### config.mk
export PLATFORM = sky130hd
export DESIGN_NAME = ste_ram
export DESIGN_NICKNAME = d
export VERILOG_FILES = /design/src/design/ste_ram.sv
export SDC_FILE = /design/constraint.sdc
export NUM_CORES = 1
export LEC_CHECK = 0
export BUFFER_PORTS_ARGS = -buffer_cell sky130_fd_sc_hd__buf_2
export CORE_MARGIN = 1.5
export CORE_UTILIZATION = 35
export CTS_CLUSTER_SIZE = 10
export DETAILED_ROUTE_END_ITERATION = 10
export PLACE_DENSITY = 0.53
export SYNTH_ARGS = -nofsm -noshare
export SYNTH_HDL_FRONTEND = slang
export SYNTH_SLANG_ARGS = --single-unit
### constraint.sdc
create_clock -name i_clk -period 2.1 [get_ports i_clk]
set_input_delay 0.315 -clock i_clk [delete_from_list [all_inputs] [get_ports i_clk]]
set_output_delay 0.315 -clock i_clk [all_outputs]
set_load 0.02 [all_outputs]
### src/design/ste_ram.sv
// Generic single-port-write, single-port-read RAM with registered read data.
module ste_ram #(
    parameter int unsigned WIDTH = 8,
    parameter int unsigned DEPTH = 2
) (
    input  logic                     i_clk,
    input  logic                     i_we,
    input  logic [$clog2(DEPTH)-1:0] i_waddr,
    input  logic [WIDTH-1:0]         i_wdata,
    input  logic [$clog2(DEPTH)-1:0] i_raddr,
    output logic [WIDTH-1:0]         o_rdata
);

    logic [WIDTH-1:0] r_mem [DEPTH];
    logic [WIDTH-1:0] r_rdata;

    always_ff @(posedge i_clk) begin
        if (i_we) begin
            r_mem[i_waddr] <= i_wdata;
        end
        r_rdata <= r_mem[i_raddr];
    end

    assign o_rdata = r_rdata;

endmodule

==> results by stage <==
Finish:
- The commonest non-fill, non-tap cell in the layout is buf_2.
- The library cells used most frequently in the layout, excluding fill and tap cells, are 19 x buf_2, 16 x edfxtp_1, 8 x mux2_4, 8 x dfxtp_1, 3 x clkbuf_4.
- Counting the fill cells in the layout gives a little under 200.
- The ratio of cells with drive above 1 in the final layout is around 54%.
- Compared with the post-synthesis result, the final layout area differs by 21.69%.
- Summing all non-filler instances in the final layout gives an area of 954.7 um2.
- The final layout contains 70 nets.
- The number of diodes is 0.

Synthesis:
- Synthesis produced 35 cells.
- The count of unique library cells instantiated by Yosys is 6.
- The post-synthesis average cell area is roughly 22 um2.
- Synthesis produced a netlist with a net count of 47.
- The portion of synthesized cell area occupied by the leading cell type is 61.24%.
- Yosys printed 0 warnings.
- The synthesized design contains 24 register bits.
- Of the synthesized area, sequential elements account for 81.66%.
- The largest area contributor in the synthesized netlist is edfxtp_1.
- The netlist area before placement is 784.5 um2.
- By area the synthesized netlist is led by edfxtp_1 61%, dfxtp_1 20%, mux2_4 15%.

Clocking:
- The number of buffers inserted for hold repair after clock tree synthesis is 0.
- Counting along the longest clock path gives a buffer depth of 2.
- Clock-pin slew was measured on the worst setup and hold paths at approximately 0.13 ns.
- In this run, CTS created clock tree buffers numbering 3.
- Clock tree synthesis found a total of 24 sinks.
- After clock tree synthesis, the repair step resized 0 gates.
- After clock tree synthesis, the setup repair step added 0 buffers.
- TritonCTS built the clock tree.
- Clock latency on the worst-skew pair, taken at its later pin, is 0.31 ns.
- The tree is rooted in a clkbuf_4.
- CTS built an H-tree with a depth of 1.

Worst setup path:
- Along the worst path, the maximum fanout reaches 1.
- The highest cell delay on the worst timing path is between 0.3 and 0.4 ns.
- Data on the critical path arrives at its endpoint at 0.79 ns.
- Walking the worst path, the cells encountered are buf_2.
- The startpoint class of the critical path is a flip-flop.
- The worst-path cell with the longest stage delay is dfxtp_1.
- The count of cells along the worst register-to-register path is 1.
- The endpoint required time on the critical path is 1.78 ns.
- Broken down by cell family, the worst path's largest delay share belongs to flip-flops.
- STA classifies the critical path endpoint as an output pin.
- Counting both buffers and inverters, the worst setup path holds a total of 1.
- In this run the register-to-register setup slack is 1.34 ns.
- The worst setup path is of the reg2out kind.
- In this run the critical register-to-register path is captured at o_rdata[4]$_DFF_P_.
- The worst flop-to-flop path startpoint is r_mem[0][4]$_DFFE_PP_.

Power:
- The overall power after layout is about 0.95 mW.
- The total power divided by cell area is 997.5 mW/mm2.
- VDD sags by at most just under 0.6 mV.
- The static leakage is ~0.39 nW.

STA:
- The number of endpoints with negative hold slack in the final report is 0.
- At the pin with the least slew margin, the transition time is between 0.6 and 0.7 ns.
- The post-route fraction of the period consumed by the critical path is between 50% and 60%.
- The worst setup skew after layout is 0.002332 ns.
- Measured against its own limit, the worst slew margin works out to 58.12%.
- The total count of max-transition violations in the final report is 0.
- The smallest clock period supported by the final layout is computed as about 1.1 ns.
- Summed over all failing endpoints, the final setup total negative slack is 0 ns.
- The setup-violating endpoint count in the final report is 0.
- The achievable frequency is 0.9031 GHz.
- The minimum hold slack is 0.1819 ns.
- Setup repair after global routing left no endpoint under its margin.

GRT:
- The number of global-route vias before repair is 356.
- The first global-routing pass estimated 1531 um of wire.
- Entering global routing, the biggest net connects 15 pins.
- The total track usage is under 10%.
- The number of antenna violations at the first check in global routing was 0.
- The total congestion overflow is 0.

Drt:
- The DRC marker count from the first detailed-route iteration is 2.
- The routed layout has 354 vias.
- The residual antenna-violating net count after detailed routing is 0.
- The routed wirelength normalized by instance count is 10.89 um.
- The detailed-router iteration count before antenna repair is 2.
- Summed over all layers, the routed wires come to a little over 900 um.
- In the routed design, unresolved DRC markers number 0.
- Dividing the detail-routed via count by the number of cells gives about 4.2.

Floorplanning:
- The floorplan step defined a core boundary enclosing 0.002042 mm2.
- In this run the count of I/O pins placed on the die edge is 20.
- The die covers approximately 0.0025 mm2.
- The overall die width is 50.35 um.
- The starting utilization of the core area is 38.42%.
- The floorplan step set the die height to between 50 and 60 um.
- Row generation in the floorplan step produced 16 rows.

Placed design:
- The total of buffers placed on input and output ports is 19.
- The final weighted congestion of routability-driven global placement is 0.6803.
- The post-placement cell area is about 900 um2.

Min path:
- Counting instances, the worst hold path has a depth of 1.
- The startpoint identified for the worst hold timing path is i_wdata[1].
- The worst hold path belongs to the class in2reg.
- The worst hold path terminates at r_mem[0][1]$_DFFE_PP_.

Run:
- Across the run, the number of max-cap violations was 0.

Outcome:
- The run finished with clean final reports.
## worst max path at each step
stage | from | to | depth (start not counted)
2_1_floorplan | i_we | r_mem[0][0]$_DFFE_PP_ | 1
3_3_place_gp | i_waddr | r_mem[0][5]$_DFFE_PP_ | 2
3_5_place_dp | i_waddr | r_mem[0][0]$_DFFE_PP_ | 2
4_1_cts | o_rdata[4]$_DFF_P_ | o_rdata[4] | 1
5_1_grt | o_rdata[7]$_DFF_P_ | o_rdata[7] | 1
6_report | o_rdata[4]$_DFF_P_ | o_rdata[4] | 1
## where the power goes
| part | internal [mW] | switching (mW) | total (mW) |
|---|---|---|---|
| Clock | 0.193 | 0.134 | 0.327 |
| Combinational | 0.0379 | 0.0392 | 0.0772 |
| Sequential | 0.541 | 0.00772 | 0.548 |
## per-stage QoR
step,instances,util (%),setup WS (ns)
after detailed placement,80,44.18,0.7833
after CTS,84,46.75,0.9763
after global routing,84,46.75,0.9301
after global placement,80,44.18,0.8162
final,84,46.75,0.9927
after floorplan,35,-,0.9916
## state kept, by name (all words and copies together) (netlist names)
register and cells:
r_mem 16, o_rdata 8
## layout make-up
type,count,area (um2),area share (%)
timing repair buffer,19,95.09,9.961
clock buffer,3,22.52,2.359
sequential,24,640.6,67.10
tap,27,33.78,3.539
clock inverter,1,30.03,3.145
multi-input combinational,10,132.6,13.89
## Yosys cell counts, drive strengths merged
cell type / number
and2: 1
buf: 1
dfxtp: 8
edfxtp: 16
mux2: 8
nor2b: 1
## cells by family (layout without fill, tap and decap cells)
family                 Yosys count  after routing  share of synthesized area (%)
buffers and inverters            1             23                          1.435
multiplexers                     8              8                          15.31
flip-flops                      24             24                          81.66
AND/OR/NAND/NOR                  2              2                          1.596
## routing by layer
| metal | wire (um) | track usage (%) | vias to the layer above |
|---|---|---|---|
| li1 | - | - | 174 |
| met1 | 357 | 8.448 | 166 |
| met2 | 492 | 15.57 | 14 |
| met3 | 65 | 6.250 | 0 |
| met4 | 0 | 1.351 | 0 |
| met5 | 0 | 0 | - |
No activity file was read; power rests on OpenSTA's default activity.
