<file path="src/design/ste_pkg.sv">
// Package of the symbol table engine: widths, codes and beat types.
package ste_pkg;

    localparam int unsigned CAPACITY_DEF   = 64;
    localparam int unsigned KEY_BYTES_DEF  = 8;
    localparam int unsigned DATA_BYTES_DEF = 8;

    localparam int unsigned KEY_W   = 64;
    localparam int unsigned VALUE_W = 64;
    localparam int unsigned LEN_W   = 4;
    localparam int unsigned POS_W   = 6;
    localparam int unsigned HIDX_W  = 6;
    localparam int unsigned CNT_W   = 7;

    typedef enum logic [1:0] {
        KIND_APPEND = 2'd0,
        KIND_UPSERT = 2'd1,
        KIND_REMOVE = 2'd2,
        KIND_LOOKUP = 2'd3
    } t_kind;

    typedef enum logic [2:0] {
        ST_OK   = 3'd0,
        ST_FULL = 3'd1,
        ST_OOB  = 3'd2,
        ST_MISS = 3'd3,
        ST_BIG  = 3'd4
    } t_status;

    typedef struct packed {
        t_kind              kind;
        logic [KEY_W-1:0]   key;
        logic [VALUE_W-1:0] value;
        logic [LEN_W-1:0]   value_len;
        logic [POS_W-1:0]   position;
    } t_req;

    typedef struct packed {
        t_status            status;
        logic [HIDX_W-1:0]  hit_index;
        logic [VALUE_W-1:0] hit_value;
        logic [LEN_W-1:0]   hit_len;
        logic [CNT_W-1:0]   entry_count;
    } t_rsp;

    // Request fields after key normalization and data masking.
    typedef struct packed {
        logic [KEY_W-1:0]   key;
        logic [VALUE_W-1:0] value;
        logic [LEN_W-1:0]   len;
        logic               big;
    } t_prep;

endpackage

</file>
<file path="src/design/ste_prep.sv">
// Request front end: key normalization, data masking and length check.
module ste_prep import ste_pkg::*; #(
    parameter int unsigned KEY_BYTES  = KEY_BYTES_DEF,
    parameter int unsigned DATA_BYTES = DATA_BYTES_DEF
) (
    input  t_req  i_item,
    output t_prep o_prep
);

    always_comb begin
        logic alive;
        alive  = 1'b1;
        o_prep = '0;
        // The key is a string: bytes after the first zero byte do not count.
        for (int i = 0; i < 8; i++) begin
            if (i < KEY_BYTES) begin
                if (i_item.key[8*i +: 8] == 8'h00) begin
                    alive = 1'b0;
                end
                if (alive) begin
                    o_prep.key[8*i +: 8] = i_item.key[8*i +: 8];
                end
            end
        end
        // Bytes at or above the length are stored as zero.
        for (int i = 0; i < 8; i++) begin
            if (LEN_W'(i) < i_item.value_len) begin
                o_prep.value[8*i +: 8] = i_item.value[8*i +: 8];
            end
        end
        o_prep.len = i_item.value_len;
        o_prep.big = (i_item.value_len > LEN_W'(DATA_BYTES));
    end

endmodule

</file>
<file path="config.mk">
export PLATFORM = sky130hd
export DESIGN_NAME = ste_prep
export DESIGN_NICKNAME = d
export VERILOG_FILES = /design/src/design/ste_pkg.sv /design/src/design/ste_prep.sv
export SDC_FILE = /design/constraint.sdc
export NUM_CORES = 1
export LEC_CHECK = 0
export BUFFER_PORTS_ARGS = -buffer_cell sky130_fd_sc_hd__buf_4
export CAP_MARGIN = 20
export CORE_AREA = 2 2 105 107
export DETAILED_ROUTE_END_ITERATION = 8
export DIE_AREA = 0 0 107 109
export PLACE_DENSITY = 0.43
export SETUP_SLACK_MARGIN = 0.5
export SLEW_MARGIN = 20
export SYNTH_ARGS = -nofsm -noshare
export SYNTH_HDL_FRONTEND = slang
export SYNTH_SLANG_ARGS = --single-unit
export TNS_END_PERCENT = 5
</file>
<file path="constraint.sdc">
create_clock -name vclk -period 1.6
set_input_delay 0.16 -clock vclk [all_inputs]
set_output_delay 0.16 -clock vclk [all_outputs]
set_load 0.05 [all_outputs]
</file>
==> metrics.txt <==
placed wire-length estimate after detailed placement 7666 um; share of power burned in registers 0; number of buffers and inverters on the critical path 3; die footprint 11660 sq um; number of cells on the critical path 7; total core area 10600 sq um; via count 2544; top cells by instance count after synthesis sky130_fd_sc_hd__nor2b_1, sky130_fd_sc_hd__and2_1, sky130_fd_sc_hd__nand2_1, sky130_fd_sc_hd__nor4_1, sky130_fd_sc_hd__nor2_1; endpoint of the most critical setup path o_prep[93]; CP Data Arrival Time 1270 ps; leakage 2.176 nW; max_cap viols 0; Setup-failing EPs final 0; Worst Path Class, Setup in2out; portion of the post-synthesis area used by sequential elements 0; setup repair after global routing missed its margin true; DR DRC count 0; area taken by flip-flops and latches 0 sq um; synthesized netlist cell count 209; post-synthesis area per instance 5.586 sq um; maximum achievable frequency 0.6985 GHz; net count of the mapped netlist 349; total number of nets in the final design 622; VDD IR max 0.0002330 V; Most Frequent Cell on Critical Path sky130_fd_sc_hd__buf_8; type of origin of the critical path primary input; delay of the slowest cell on the worst path 260 ps; required time at the worst-slack endpoint 1440 ps; worst slew pin tran 284.9 ps; most common cell in the netlist sky130_fd_sc_hd__nor2b_1; I/O pins 273; Clock power frac 0; Min Clock Period, post-route 1432 ps; first-pass GRT wire length 12910 um; power per unit of standard cell area 394.5 nW/um^2; number of nets still failing antenna checks after routing 0; crit-path max FO 8; library cell with the largest summed area after synthesis sky130_fd_sc_hd__nor2b_1; worst-case hold slack 585.5 ps; Buffers on Ports 265; Total GRT Usage 0.1384; final hold violation count 0; per-cell routed wire length 14.69 um; share of power burned in combinational logic 1.000; count of TritonRoute iterations in the first routing pass 4; crit path launch i_item[83]; Iter 0 DRT Violations 69; multi-input gate area in the final layout 1633 sq um; cell area after synthesis 1167 sq um; final weighted congestion in routability-driven placement 0.7830; fraction of final layout cells sized beyond drive strength 1 0.7417; switching portion of total power 0.6124; placed cell count 611; run status complete, no violations; cells taking the most area after synthesis sky130_fd_sc_hd__nor2b_1, sky130_fd_sc_hd__and2_1, sky130_fd_sc_hd__nor4_1; post-DR vias/cell 4.103; antenna violations before repair 0; CTS Hold Buffers Added 0; number of filler cells placed in the layout 1086; setup TNS 0 ps; Ant. Diodes 0; site row count 38; post-synth cell types 21; final cell count without fillers 620; net switching power 1.053 mW; critical path cell sequence buf_8, nor4_4, nand2_1, buf_6, and2_4, and3_4, buf_8; final max-slew violation count 0; gr ovfl total 0; vias in the first global route 2461; number of sequential cells 0; Yosys top cell area share 0.2358; worst-case headroom to the max-slew limit 0.8083; area overhead of the layout relative to synthesis 273.2%; die boundary height 109 um; post-route total power 1.719 mW; class of the tightest hold or removal check in2out; die width 107 um; final worst path period share 0.8948; Crit-path slowest cell sky130_fd_sc_hd__nor4_4; pin count of the biggest net entering global routing 18; Routed WL 9105 um; CP Capture Type output port; Starting Density 0.1101; CP delay by family, top simple AND/OR/NAND/NOR gates; total of clock buffers placed in the layout 0; Yosys Warn Count 0; Internal Power 0.6662 mW
-- power by group through the flow --
stage / registers (mW) / logic, mW / clock network (mW)
2_1_floorplan: 0 / 0.974 / 0
3_3_place_gp: 0 / 1.61 / 0
3_5_place_dp: 0 / 1.61 / 0
4_1_cts: 0 / 1.72 / 0
5_1_grt: 0 / 1.79 / 0
6_report: 0 / 1.72 / 0
-- cells by family after synthesis --
group,Yosys count,share of synthesized area
AND/OR/NAND/NOR,184,0.8842
AO/OA/AOI/OAI,4,0.02465
buffers and inverters,21,0.09110
-- worst min-delay path by stage --
| stage | slack [ps] | start | depth (start not counted) | endpoint |
|---|---|---|---|---|
| 2_1_floorplan | 450 | i_item[131] | 2 | o_prep[126] |
| 3_3_place_gp | 590 | i_item[77] | 2 | o_prep[72] |
| 3_5_place_dp | 590 | i_item[77] | 2 | o_prep[72] |
| 4_1_cts | 590 | i_item[76] | 2 | o_prep[71] |
| 5_1_grt | 590 | i_item[74] | 2 | o_prep[69] |
| 6_report | 590 | i_item[74] | 2 | o_prep[69] |
-- repair_timing --
item / in CTS / in global routing
gates resized for setup: 83 / 8
gates cloned: 3 / 0
pin swaps: 24 / 10
setup endpoints to repair: 100 / 113
setup buffers: 6 / 0
-- layout by cell type (no fill, tap or decap), drive strengths merged --
master,netlist,final
a211oi,1,1
nor2b,44,44
buf,8,291
and2,25,25
or2,1,1
nand3,17,17
o21a,1,1
nor4,22,22
and2b,4,4
nor3,10,10
a21oi,2,2
nor2,19,19
nand2,26,27
and3,16,16
-- final cells by class --
| class | instances | share of cell area |
|---|---|---|
| repair buffers | 291 | 0.5850 |
| multi-input cells | 189 | 0.3748 |
| well taps | 140 | 0.04021 |
-- per-layer routing --
layer | global-route usage | part of all wire | wire [um] | vias up
met2 | 0.2666 | 0.54 | 4885 | 140
met3 | 0.02451 | 0.081 | 737 | 8
met5 | 0 | 0 | 0 | -
met4 | 0.01763 | 0.013 | 114 | 0
li1 | - | - | - | 1252
met1 | 0.1634 | 0.37 | 3368 | 1144
-- metrics by stage --
| step | utilization | cell area (sq um) | setup WS, ps |
|---|---|---|---|
| after CTS | 0.4064 | 4309 | 172.7 |
| final | 0.4109 | 4357 | 168.3 |
| after global placement | 0.3580 | 3796 | -8.655 |
| after floorplan | - | 1583 | 106.0 |
| after detailed placement | 0.3580 | 3796 | 26.33 |
| after global routing | 0.4109 | 4357 | 108.0 |
Power figures use the tool's default switching activity.
